## config.mk

```make
export PLATFORM = sky130hd
export DESIGN_NAME = imgchk_core
export DESIGN_NICKNAME = d
export VERILOG_FILES = /design/src/rtl/imgchk_pkg.sv /design/src/rtl/imgchk_core.sv
export SDC_FILE = /design/constraint.sdc
export NUM_CORES = 1
export LEC_CHECK = 0
export BUFFER_PORTS_ARGS = -buffer_cell sky130_fd_sc_hd__buf_2
export CORE_MARGIN = 2
export CORE_UTILIZATION = 25
export CTS_BUF_LIST = sky130_fd_sc_hd__clkbuf_16
export DETAILED_ROUTE_END_ITERATION = 12
export PLACE_DENSITY = 0.38
export SYNTH_ARGS = -nofsm -noshare
export SYNTH_HDL_FRONTEND = slang
export SYNTH_SLANG_ARGS = --single-unit
export TNS_END_PERCENT = 5
```

## constraint.sdc

```tcl
create_clock -name i_clk -period 13.2 [get_ports i_clk]
set_input_delay 3.96 -clock i_clk [delete_from_list [all_inputs] [get_ports i_clk]]
set_output_delay 3.96 -clock i_clk [all_outputs]
set_load 0.05 [all_outputs]
```

## src/rtl/imgchk_pkg.sv

```systemverilog
// ----------------------------------------------------------------------------
// imgchk_pkg
// Shared types, codes and the CRC-32 byte step for the image header checker.
// ----------------------------------------------------------------------------
package imgchk_pkg;

    localparam int APB_AW      = 3;
    localparam int MAX_FIELD_W = 19;

    localparam logic [31:0]            MAGIC_RESET = 32'h3157_364E;
    localparam logic [MAX_FIELD_W-1:0] MAX_RESET   = MAX_FIELD_W'(448 * 1024);
    localparam logic [31:0]            CRC_INIT    = 32'hFFFF_FFFF;

    // register index, taken from paddr[2]
    localparam logic REG_MAGIC = 1'b0;
    localparam logic REG_MAX   = 1'b1;

    // header byte positions
    localparam logic [3:0] HDR_MAGIC_LAST = 4'd3;
    localparam logic [3:0] HDR_LEN_LAST   = 4'd7;
    localparam logic [3:0] HDR_CRC_LAST   = 4'd11;
    localparam logic [3:0] HDR_LAST       = 4'd15;

    // result status codes
    localparam logic [2:0] ST_BUSY    = 3'd0;
    localparam logic [2:0] ST_OK      = 3'd1;
    localparam logic [2:0] ST_MAGIC   = 3'd2;
    localparam logic [2:0] ST_SIZE    = 3'd3;
    localparam logic [2:0] ST_CRC     = 3'd4;
    localparam logic [2:0] ST_IGNORED = 3'd5;

    typedef struct packed {
        logic [2:0]  status;
        logic        write_enable;
        logic [7:0]  write_data;
        logic [31:0] crc_value;
    } t_res;

    localparam logic [31:0] NIBBLE_TAB [16] = '{
        32'h0000_0000, 32'h1DB7_1064, 32'h3B6E_20C8, 32'h26D9_30AC,
        32'h76DC_4190, 32'h6B6B_51F4, 32'h4DB2_6158, 32'h5005_713C,
        32'hEDB8_8320, 32'hF00F_9344, 32'hD6D6_A3E8, 32'hCB61_B38C,
        32'h9B64_C2B0, 32'h86D3_D2D4, 32'hA00A_E278, 32'hBDBD_F21C
    };

    // reflected CRC-32, one byte as two nibble steps
    function automatic logic [31:0] crc_byte(input logic [31:0] c_in, input logic [7:0] b);
        logic [31:0] c;
        c = c_in ^ {24'd0, b};
        c = (c >> 4) ^ NIBBLE_TAB[c[3:0]];
        c = (c >> 4) ^ NIBBLE_TAB[c[3:0]];
        return c;
    endfunction

endpackage

```

## src/rtl/imgchk_core.sv

```systemverilog
// ----------------------------------------------------------------------------
// imgchk_core
// Header parser, payload write generation and CRC-32 state, one byte per cycle while bytes fire.
// ----------------------------------------------------------------------------
module imgchk_core #(
    parameter int OFFSET_BITS = 19
) (
    input  logic                   i_clk,
    input  logic                   i_rst_n,
    input  logic                   i_fire,
    input  logic [7:0]             i_data_byte,
    input  logic                   i_start_req,
    input  logic [31:0]            i_magic,
    input  logic [31:0]            i_max_bytes,
    output imgchk_pkg::t_res       o_res,
    output logic [OFFSET_BITS-1:0] o_offset,
    output logic [OFFSET_BITS-1:0] o_count
);
    import imgchk_pkg::*;

    typedef enum logic [1:0] {
        PH_IDLE,
        PH_HEADER,
        PH_PAYLOAD,
        PH_DONE
    } t_phase;

    t_phase                 r_phase, n_phase, e_phase;
    logic [3:0]             r_hdr_idx, n_hdr_idx, e_hdr_idx;
    logic [31:0]            r_length, n_length, e_length;
    logic [31:0]            r_exp_crc, n_exp_crc, e_exp_crc;
    logic [31:0]            r_crc, n_crc, e_crc;
    logic [OFFSET_BITS-1:0] r_count, n_count, e_count;

    // a start flag restarts the image at header byte 0
    always_comb begin
        e_phase   = i_start_req ? PH_HEADER : r_phase;
        e_hdr_idx = i_start_req ? 4'd0      : r_hdr_idx;
        e_length  = i_start_req ? 32'd0     : r_length;
        e_exp_crc = i_start_req ? 32'd0     : r_exp_crc;
        e_crc     = i_start_req ? CRC_INIT  : r_crc;
        e_count   = i_start_req ? '0        : r_count;
    end

    always_comb begin
        n_phase            = e_phase;
        n_hdr_idx          = e_hdr_idx;
        n_length           = e_length;
        n_exp_crc          = e_exp_crc;
        n_crc              = e_crc;
        n_count            = e_count;
        o_res.status       = ST_BUSY;
        o_res.write_enable = 1'b0;
        o_res.write_data   = 8'd0;
        o_offset           = '0;

        unique case (e_phase)
            PH_HEADER: begin
                if (e_hdr_idx <= HDR_LEN_LAST) begin
                    n_length = {i_data_byte, e_length[31:8]};
                end else if (e_hdr_idx <= HDR_CRC_LAST) begin
                    n_exp_crc = {i_data_byte, e_exp_crc[31:8]};
                end
                if (e_hdr_idx == HDR_MAGIC_LAST) begin
                    if (n_length != i_magic) begin
                        o_res.status = ST_MAGIC;
                        n_phase      = PH_DONE;
                    end
                    // the word now collects the length
                    n_length = 32'd0;
                end else if (e_hdr_idx == HDR_LEN_LAST) begin
                    if (n_length == 32'd0 || n_length > i_max_bytes) begin
                        o_res.status = ST_SIZE;
                        n_phase      = PH_DONE;
                    end
                end else if (e_hdr_idx == HDR_LAST) begin
                    n_phase = PH_PAYLOAD;
                end
                n_hdr_idx = e_hdr_idx + 4'd1;
            end
            PH_PAYLOAD: begin
                o_res.write_enable = 1'b1;
                o_res.write_data   = i_data_byte;
                o_offset           = e_count;
                n_crc              = crc_byte(e_crc, i_data_byte);
                n_count            = e_count + 1'b1;
                if ({{(32-OFFSET_BITS){1'b0}}, n_count} >= e_length) begin
                    o_res.status = (~n_crc == e_exp_crc) ? ST_OK : ST_CRC;
                    n_phase      = PH_DONE;
                end
            end
            default: begin
                o_res.status = ST_IGNORED;
            end
        endcase

        o_res.crc_value = ~n_crc;
        o_count         = n_count;
    end

    always_ff @(posedge i_clk) begin
        if (!i_rst_n) begin
            r_phase   <= PH_IDLE;
            r_hdr_idx <= 4'd0;
            r_length  <= 32'd0;
            r_exp_crc <= 32'd0;
            r_crc     <= CRC_INIT;
            r_count   <= '0;
        end else if (i_fire) begin
            r_phase   <= n_phase;
            r_hdr_idx <= n_hdr_idx;
            r_length  <= n_length;
            r_exp_crc <= n_exp_crc;
            r_crc     <= n_crc;
            r_count   <= n_count;
        end
    end

`ifndef SYNTHESIS
    a_write_status: assert property (@(posedge i_clk) disable iff (!i_rst_n)
        (i_fire && o_res.write_enable) |->
            (o_res.status == ST_BUSY || o_res.status == ST_OK || o_res.status == ST_CRC))
        else $error("payload write with a header verdict");

    a_ignored_holds: assert property (@(posedge i_clk) disable iff (!i_rst_n)
        (i_fire && o_res.status == ST_IGNORED) |=>
            (r_crc == $past(r_crc) && r_count == $past(r_count)))
        else $error("ignored byte changed CRC or count");

    a_verdict_done: assert property (@(posedge i_clk) disable iff (!i_rst_n)
        (i_fire && o_res.status != ST_BUSY && o_res.status != ST_IGNORED) |=>
            (r_phase == PH_DONE))
        else $error("verdict did not close the image");

    a_start_header: assert property (@(posedge i_clk) disable iff (!i_rst_n)
        (i_fire && i_start_req) |=> (r_phase == PH_HEADER && r_hdr_idx == 4'd1))
        else $error("start did not open a header");
`endif

endmodule

```

### Word level (Yosys, flattened, before mapping)

Memories as Yosys holds them, arrays and structs flattened.
Cells that the tools add are included.

* bits in registers: 121
* ROM bits: 1024
* input bits: 76
* word-level logic and storage cells: 68
* memories kept: 2

* add/sub/neg operators: 2
* $lt $le $gt $ge: 6
* equal/unequal tests: 7
* muxes and demuxes: 36
* bitwise gates (word level): 7
* reduce and logical (&&, ||, !) cells: 2

Memory list
* (no name shown): depth 16, width 32, rd ports 1, clocked after memory_dff 0, wr ports 0, RTL line imgchk_pkg.sv:51 `c = (c >> 4) ^ NIBBLE_TAB[c[3:0]];`
* (no name shown): depth 16, width 32, rd ports 1, clocked after memory_dff 0, wr ports 0, RTL line imgchk_pkg.sv:50 `c = (c >> 4) ^ NIBBLE_TAB[c[3:0]];`

Operators with widths (number)
* 32-bit 2-to-1 mux: 15
* 32-bit inverter: 2
* 28-bit by 32-bit XOR with 32-bit output: 2
* 19-bit 2-to-1 mux: 3
* 32-bit equality test: 1
* 19-bit by 32-bit greater-or-equal comparator with 1-bit output: 1
* 32-bit > comparator: 1
* 32-bit zero test: 1
* 32-bit inequality test: 1
* 32-bit by 8-bit XOR with 32-bit output: 1
* 2-bit 2-to-1 mux: 10
* 19-bit by 1-bit adder with 19-bit output, second input constant: 1
* 5-bit greater-or-equal comparator, second input constant: 2
* 4-bit inverter with 5-bit output: 2
* 3-bit 2-to-1 mux: 3
* 9-bit 2-to-1 mux: 1
* 4-bit 2-to-1 mux: 2
* 3-bit case mux with 2 select lines: 1
* 4-bit by 1-bit adder with 4-bit output, second input constant: 1
* 4-bit by 2-bit equality test with 1-bit output, second input constant: 1
* 4-bit by 3-bit equality test with 1-bit output, second input constant: 1
* 4-bit equality test, second input constant: 1
* 4-bit by 3-bit less-or-equal comparator with 1-bit output, second input constant: 1
* 4-bit less-or-equal comparator, second input constant: 1
* other kinds (4): 4

### Longest topological paths before layout

Gate-level depths: netlist of the first run.

* depth in word-level cells: 17
* mapped depth: 26
* depth with buffers taken out: 19

### Least setup slack after synthesis of the first run

Ideal clock, no wire load.

* kind: input to output
* start point: input i_start_req
* end point: output o_res[41] (netlist name)
* arrival: 8933 ps
* data required time: 9240 ps
* path slack: 307 ps
* stages: 26
* path through: buf_6 -> buf_2 -> buf_4 -> buf_6 -> buf_4 -> clkbuf_1 -> clkbuf_1 -> buf_1 -> buf_1 -> nor2b_1 -> ha_1 -> nand3_1 -> nor2_1 -> and3_1 -> and3_1 -> and3_1 -> nand3_1 -> xor2_1 -> nor2_1 -> ha_1 -> a211oi_1 -> nand2_1 -> a21oi_1 -> nor4_1 -> nand3_1 -> o21ai_1

RTL lines
* start, declared: RTL line imgchk_core.sv:12 `input logic i_start_req,`
* end, declared: RTL line imgchk_core.sv:15 `output imgchk_pkg::t_res o_res,`

==> results of run 1 <==
-- power groups by stage --
| stage | clock network (W) | registers [W] | logic [W] |
|---|---|---|---|
| after floorplan | 0 | 0.000381 | 0.000171 |
| after global placement | 0 | 0.000384 | 0.000244 |
| after detailed placement | 0 | 0.000384 | 0.000243 |
| after CTS | 0.000497 | 0.000376 | 0.000244 |
| after global routing | 0.000512 | 0.000376 | 0.000264 |
| final | 0.000484 | 0.000376 | 0.000242 |
-- logic make-up (layout without fill, tap and decap cells) --
group | count (synthesis) | after routing | synth area share
compound gates | 300 | 300 | 0.1849
mux | 56 | 56 | 0.05314
buf+inv | 161 | 263 | 0.06529
simple gates | 536 | 536 | 0.2457
fa+ha+maj | 56 | 56 | 0.06541
flops | 121 | 121 | 0.2261
xor+xnor | 169 | 169 | 0.1594
-- layout by cell type, fill, tap and decap left out, drive strengths merged, types with 28 or more instances in the layout --
cell type  Yosys  routed
buf           36     173
nor2         146     146
nand2        140     140
dfxtp        121     121
xnor2         98      98
o21ai         85      85
nor2b         83      83
inv           57      61
xor2          57      57
a22oi         56      56
ha            56      56
mux2i         49      49
a21oi         41      41
and3          28      28
-- through the flow --
step / worst slack [ns] / area, um2
floorplan: 0.3070 / 10710
global placement: 1.090 / 11860
detailed placement: 1.016 / 11860
CTS: 1.005 / 12460
global route: 0.6253 / 12460
finish: 1.085 / 12460
-- flip-flops by register name, summed over array words and instances (netlist names) --
signal     count
r_crc         32
r_phase        2
r_count       19
r_exp_crc     32
r_hdr_idx      4
r_length      32
-- worst min-delay path, cell delays in order (launching register included) --
cell     delay [ns]
dfxtp_1        0.36
o21ai_0        0.08
nand2_1        0.06
-- area by class of cell --
class	count	area [um2]
clock buffer	17	425.4
clock inverter	15	167.7
fill	4586	29680
inverter	58	217.7
multi-input combinational	1117	7624
sequential	121	2424
tap	539	674.4
timing repair buffer	173	923.4
-- final timing paths --
path / startpoint / depth (start not counted) / to / slack (ns)
worst min register to register: r_crc[10]$_SDFFE_PN1P_ / 2 / r_crc[10]$_SDFFE_PN1P_ / 0.54
worst min-delay path: r_crc[10]$_SDFFE_PN1P_ / 2 / r_crc[10]$_SDFFE_PN1P_ / 0.54
worst max register to register: r_hdr_idx[3]$_SDFFE_PN0P_ / 13 / r_phase[1]$_SDFFE_PN0P_ / 9.01
worst max-delay path: i_start_req / 15 / o_res[42] / 1.09
-- routing by layer --
metal	GRT usage	part of all wire	wire [um]
met1	0.2665	0.50	20490
met4	0.06119	0.021	872
met2	0.2865	0.44	18140
met5	0	0	0
met3	0.02721	0.037	1535
==> flow_metrics.tcl, run 1 <==
set metrics [dict create \
    p_leak_nw 5.244 \
    root_buffer "clkbuf_16" \
    rsz0062_at_grt "no" \
    final_cells 2040 \
    cts.clk_slew.worst_paths_ns 0.07 \
    cts_tree "yes" \
    viasPerCell 4.997 \
    arrival_ns 8.15 \
    wl_per_cell_um 20.12 \
    fmax_mhz 82.54 \
    antenna_left 0 \
    antenna_found_initial 0 \
    vias 10190 \
    cts_resized 0 \
    ys_types 75 \
    p_clk_frac 0.440 \
    pwr-share-comb 0.219 \
    net-switching-power_w 0.0003588 \
    area_growth_pct 16.27 \
    setup_viol 0 \
    critical_path_required_ns 9.24 \
    synth_top_cell_by_area "dfxtp_1" \
    die_w_um 211.0 \
    initial_core_util 0.2543 \
    fin_skew_ns 0.01079 \
    peakVddDrop_mv 0.09408 \
    post-cts-setup-buffers 0 \
    cp_max_fo 50 \
    pwr-share-seq 0.341 \
    critPathMaxStageDelay_ns 0.66 \
    slew_viol_final 0 \
    hp-class "reg -> reg" \
    internal-power_w 0.0007426 \
    post-route-util 0.2956 \
    grt_max_degree 103 \
    fin_crit_sh 0.9178 \
    path_cells "buf_4 > nand2b_1 > buf_4 > mux2i_1 > inv_1 > ha_1 > nand4_1 > o21ai_0 > a211o_1 > a2111oi_0 > o31ai_1 > o21bai_1 > a2111oi_0 > buf_4 > buf_2" \
    synth.area.top_cells "dfxtp_1 (23%), xnor2_1 (7.8%), ha_1 (6.5%), nor2_1 (5.1%), nor2b_1 (4.8%)" \
    synth-main-ff-cell "dfxtp_1" \
    portBuffers 157 \
    gp_congestion 0.8251 \
    diodes 0 \
    powerDensity_nw_per_um2 88.43 \
    grt_first_pass_wirelength_um 62510 \
    cp-start-kind "primary input" \
    cts.hold.buffers_added 0 \
    drt_first_pass_iters 5 \
    grt_pass1_vias 9809 \
    synth_most_common_cell "nor2_1" \
    numCtsBuffers 17 \
    cts_sinks 121 \
    ys_seq_area_frac 0.2261 \
    switching_share 0.3258 \
    overflow 0 \
    path_common_cell "buf_4" \
    drc 0 \
    synth_top_area_share 0.2261 \
    hold_violations 0 \
    whs_ns 0.5370 \
    synth_seq_cells 121 \
    crit_family "compound AO/OA/AOI/OAI gates" \
    relSlewSlack 0.3467 \
    synth-edff-count 0 \
    cp-end-kind "output pin" \
    fp.dieH_um 211.0 \
    syn_area_um2 10710 \
    clock_path_buffers 2 \
    num_rows 75 \
    critical_path_class "in -> out" \
    grt.total_usage 0.1865 \
    worst_pin_slew_ns 0.9762 \
    layout.nets 1620 \
    status "finished, final reports clean" \
    fin_setup_tns_ns 0 \
    maxCapViolations 0 \
    fin_total_pwr_w 0.001101 \
    drt-total-wl_um 41040 \
    dieArea_um2 44520 \
    drt_iter0_drc 767 \
    io_pins 158 \
    yosysWarnings 0 \
    syn_area_per_cell_um2 7.657 \
    synth_commonest_cells "nor2_1 (145), nand2_1 (138), dfxtp_1 (121)" \
    dpl.cell_count 2008 \
    core_area_um2 42130 \
    drive_gt1_frac 0.1546 \
    synthArstFlopShare 0 \
    clock_latency_ns 0.45 \
    syn_nets 1531 \
    cp_num_buf_inv 5 \
    fin_crit_ns 12.11 \
    hpwl_um 30180 \
    htreeDepth 4 \
    synthCells 1399 \
    cp_slowest_cell "o31ai_1" \
]
No activity file was read; power rests on OpenSTA's default activity.
==> inputs of run 2 (changes only) <==
Settings changed: PLACE_DENSITY 0.38 to unset, PLACE_DENSITY_LB_ADDON set to 0.15.
==> flow_metrics.tcl, run 2 (synthesis gave the netlist of run 1 again) <==
set metrics [dict create \
    arrival_ns 7.90 \
    numCtsBuffers 17 \
    cp-start-kind "primary input" \
    final_common_cell "buf_2" \
    relSlewSlack 0.3562 \
    critical_path_required_ns 9.24 \
    viasPerCell 4.976 \
    maxCapViolations 0 \
    p_leak_nw 5.243 \
    fin_total_pwr_w 0.001097 \
    die_w_um 211.0 \
    hold_violations 0 \
    htreeDepth 4 \
    reg2reg_to "r_phase[1]$_SDFFE_PN0P_" \
    peakVddDrop_mv 0.09142 \
    cp.depth 16 \
    path_cells "buf_4 > nand2b_1 > mux2i_1 > inv_1 > ha_1 > a21o_1 > a21o_1 > a21oi_1 > o21ai_0 > a211o_1 > a2111oi_0 > o31ai_1 > o21bai_1 > a2111oi_0 > buf_4 > buf_2" \
    clock_latency_ns 0.44 \
    fp.dieH_um 211.0 \
    overflow 0 \
    powerDensity_nw_per_um2 88.18 \
    portBuffers 157 \
    switching_share 0.3233 \
    initial_core_util 0.2543 \
    post-cts-setup-buffers 0 \
    reg_top3 "r_crc x32, r_exp_crc x32, r_length x32" \
    pwr-share-seq 0.343 \
    crit_family "compound AO/OA/AOI/OAI gates" \
    grt.total_usage 0.1811 \
    cts_tree "yes" \
    cts.hold.buffers_added 0 \
    status "finished, final reports clean" \
    dieArea_um2 44520 \
    wl_per_cell_um 19.82 \
    dpl.cell_count 2008 \
    diodes 0 \
    fmax_mhz 84.28 \
    io_pins 158 \
    cp_max_fo 13 \
    pwr-share-comb 0.219 \
    drt_first_pass_iters 5 \
    vias 10150 \
    internal-power_w 0.0007423 \
    core_area_um2 42130 \
    final_cells 2040 \
    fin_setup_tns_ns 0 \
    layout.nets 1620 \
    crit_path_end "o_res[42]" \
    p_clk_frac 0.439 \
    final_cell_mix "buf_2 (155), nor2_1 (145), nand2_1 (138)" \
    timing.rr.start "r_hdr_idx[3]$_SDFFE_PN0P_" \
    whs_ns 0.5360 \
    cts.clk_slew.worst_paths_ns 0.06 \
    gp_congestion 0.8580 \
    drt-total-wl_um 40430 \
    grt_max_degree 97 \
    drc 0 \
    fin_crit_ns 11.86 \
    cts_resized 0 \
    grt_pass1_vias 9906 \
    r2r_slack_ns 8.98 \
    hpwl_um 29900 \
    worst_pin_slew_ns 0.9620 \
    critPathLaunch "i_start_req" \
    drive_gt1_frac 0.1546 \
    rsz0062_at_grt "no" \
    cp_num_buf_inv 4 \
    grt_first_pass_wirelength_um 61200 \
    drt_iter0_drc 805 \
    cp-end-kind "output pin" \
    area_growth_pct 16.13 \
    slew_viol_final 0 \
    fin_skew_ns 0.01022 \
    critPathMaxStageDelay_ns 0.64 \
    net-switching-power_w 0.0003547 \
    root_buffer "clkbuf_16" \
    cts_sinks 121 \
    setup_viol 0 \
    antenna_left 0 \
    hp-class "reg -> reg" \
    antenna_found_initial 2 \
    num_rows 75 \
    critical_path_class "in -> out" \
    fin_crit_sh 0.8988 \
    cp_slowest_cell "o31ai_1" \
    reg2regPathDepth 14 \
    clock_path_buffers 2 \
]
## run 2: cell count changes in the layout (fill, tap and decap cells not counted), sizes merged
cell,delta
inv,+1
clkinvlp,-1
## run 2: power by group through the flow
stage	Clock, W	Combinational (W)	Sequential, W
final	0.000481	0.000240	0.000376
after global routing	0.000510	0.000260	0.000376
after CTS	0.000494	0.000241	0.000376
after detailed placement	0	0.000240	0.000384
after global placement	0	0.000240	0.000384
after floorplan	0	0.000171	0.000381
## run 2: through the flow
step                      setup slack [ns]  cell area, um2  utilization
after detailed placement             1.329           11850       0.2812
after global placement               1.327           11850       0.2812
after floorplan                     0.3070           10710            -
after CTS                            1.322           12440       0.2953
final                                1.335           12440       0.2953
after global routing                 1.025           12440       0.2953
## run 2: area by class of cell
type                    count  area (um2)
flip-flops and latches    121        2424
clock buffers              17       425.4
repair buffers            173       910.9
multi-input cells        1117        7624
clock inverters            15       165.2
inverters                  58       217.7
well taps                 539       674.4
fillers                  4531       29690
## run 2: metal layers
layer | GRT usage | share of wire | vias to the layer above
li1 | - | - | 5062
met1 | 0.2588 | 0.50 | 4793
met2 | 0.2828 | 0.44 | 253
met3 | 0.02676 | 0.039 | 44
met4 | 0.04881 | 0.018 | 0
met5 | 0 | 0 | -
## run 2: worst min path at each step
stage | slack [ns] | depth (start not counted) | start | to
after floorplan | 0.48 | 2 | r_crc[6]$_SDFFE_PN1P_ | r_crc[6]$_SDFFE_PN1P_
after global placement | 0.52 | 2 | r_crc[8]$_SDFFE_PN1P_ | r_crc[8]$_SDFFE_PN1P_
after detailed placement | 0.51 | 2 | r_crc[8]$_SDFFE_PN1P_ | r_crc[8]$_SDFFE_PN1P_
after CTS | 0.53 | 2 | r_crc[8]$_SDFFE_PN1P_ | r_crc[8]$_SDFFE_PN1P_
after global routing | 0.57 | 2 | r_count[0]$_SDFFE_PN0P_ | r_count[0]$_SDFFE_PN0P_
final | 0.54 | 2 | r_crc[8]$_SDFFE_PN1P_ | r_crc[8]$_SDFFE_PN1P_
## run 2: worst reg2reg max path: cells and delay by family (launching register included)
kind                       cells  cell delay [ns]
muxes                          1             0.40
and+or+nand+nor                1             0.44
adders and majority gates      1             0.30
AOI/OAI and AO/OA              9             2.09
DFF                            1             0.31
buffers and inverters          2             0.57
==> inputs of run 3 (changes only) <==
Clock period 13.2 ns to 13.35 ns, I/O delays scaled along.
==> flow_metrics.tcl, run 3 (synthesis gave the netlist of run 1 again) <==
set metrics [dict create \
    initial_core_util 0.2543 \
    drive_gt1_frac 0.1528 \
    maxCapViolations 0 \
    hp-class "reg -> reg" \
    critical_path_class "in -> out" \
    peakVddDrop_mv 0.09163 \
    cts.hold.buffers_added 0 \
    relSlewSlack 0.3582 \
    cp-end-kind "output pin" \
    viasPerCell 5.014 \
    drt-total-wl_um 39730 \
    fin_crit_sh 0.9178 \
    fin_skew_ns 0.01321 \
    hold_violations 0 \
    post-cts-setup-buffers 0 \
    arrival_ns 8.25 \
    antenna_left 0 \
    numCtsBuffers 17 \
    final_common_cell "buf_2" \
    powerDensity_nw_per_um2 87.96 \
    area_growth_pct 16.07 \
    fp.dieH_um 211.0 \
    drt_iter0_drc 713 \
    portBuffers 157 \
    diodes 0 \
    vias 10220 \
    num_rows 75 \
    fill_cells 4594 \
    antenna_found_initial 1 \
    hold_path_end "r_crc[18]$_SDFFE_PN1P_" \
    p_leak_nw 5.252 \
    cp-start-kind "primary input" \
    core_area_um2 42130 \
    cts.clk_slew.worst_paths_ns 0.06 \
    grt_pass1_vias 9721 \
    grt.total_usage 0.1784 \
    holdPathStages 2 \
    dieArea_um2 44520 \
    grt_max_degree 97 \
    worst_pin_slew_ns 0.9591 \
    rsz0062_at_grt "no" \
    reg2regPathDepth 14 \
    critPathMaxStageDelay_ns 0.78 \
    grt_first_pass_wirelength_um 60510 \
    fin_crit_ns 12.25 \
    fin_setup_tns_ns 0 \
    io_pins 158 \
    path_cells "buf_4 > nor2b_1 > ha_1 > nand3_1 > nor2_1 > and3_1 > and3_1 > and3_1 > nand3_1 > xor2_1 > nor2_1 > ha_1 > a211oi_1 > nand2_1 > a21oi_1 > nor4_1 > nand3_1 > o21ai_1 > buf_2" \
    fmax_mhz 81.61 \
    status "finished, final reports clean" \
    final_cell_mix "buf_2 (155), nor2_1 (145), nand2_1 (138)" \
    hpwl_um 29470 \
    cp_slowest_cell "nor4_1" \
    cts_tree "yes" \
    r2r_slack_ns 8.92 \
    reg2reg_to "r_phase[1]$_SDFFE_PN0P_" \
    fin_total_pwr_w 0.001094 \
    drt_first_pass_iters 5 \
    slew_viol_final 0 \
    cts_resized 0 \
    clock_latency_ns 0.44 \
    reg_top3 "r_crc x32, r_exp_crc x32, r_length x32" \
    wl_per_cell_um 19.50 \
    setup_viol 0 \
    min-delay-start "r_crc[18]$_SDFFE_PN1P_" \
    cp_max_fo 13 \
    timing.rr.start "r_hdr_idx[3]$_SDFFE_PN0P_" \
    cts_sinks 121 \
    htreeDepth 4 \
    clock_path_buffers 2 \
    gp_congestion 0.8594 \
    root_buffer "clkbuf_16" \
    drc 0 \
    layout.nets 1618 \
    critical_path_required_ns 9.34 \
    overflow 0 \
    die_w_um 211.0 \
]
run 3: per-stage QoR:
step	util	hold WS, ns	worst slack [ns]	cell area, um2	cells
floorplan	-	0.4810	0.3670	10710	1399
global placement	0.2809	0.5153	1.075	11840	2006
detailed placement	0.2809	0.5181	1.008	11840	2006
CTS	0.2951	0.5357	0.9681	12430	2038
global route	0.2951	0.5663	0.5511	12430	2038
finish	0.2951	0.5351	1.097	12430	2038
run 3: worst max-delay path by stage:
| stage | startpoint | to | depth (start not counted) |
|---|---|---|---|
| detailed placement | i_start_req | o_res[41] | 19 |
| global route | i_start_req | o_res[41] | 19 |
| global placement | i_start_req | o_res[41] | 19 |
| CTS | i_start_req | o_res[41] | 19 |
| floorplan | i_start_req | o_res[41] | 26 |
| finish | i_start_req | o_res[41] | 19 |
run 3: cell type report:
| cell class | instances | area (um2) | area share |
|---|---|---|---|
| multi-input cells | 1117 | 7624 | 0.6131 |
| clock buffers | 17 | 425.4 | 0.03421 |
| well taps | 539 | 674.4 | 0.05424 |
| flip-flops and latches | 121 | 2424 | 0.1949 |
| clock inverters | 15 | 173.9 | 0.01399 |
| repair buffers | 171 | 895.9 | 0.07205 |
| inverters | 58 | 217.7 | 0.01751 |
run 3: worst max-delay path, delay by kind of cell:
kind | cells | cell delay (ns)
AOI/OAI and AO/OA | 3 | 0.35
xor gates and xnor gates | 1 | 0.16
adders and majority gates | 2 | 0.58
buffers and inverters | 2 | 0.48
and+or+nand+nor | 11 | 2.65
run 3: where the power goes:
group | switching [W] | internal (W) | total (W)
combinational | 0.000146 | 0.0000912 | 0.000238
sequential | 0.00000625 | 0.000365 | 0.000371
clock | 0.000191 | 0.000293 | 0.000485
total | 0.000344 | 0.000750 | 0.00109
run 3: metal layers:
metal,track usage,wire length (um),vias to the layer above
li1,-,-,5069
met1,0.2569,19970,4840
met2,0.2759,17520,273
met3,0.02676,1610,36
met4,0.04735,633,0
met5,0,0,-
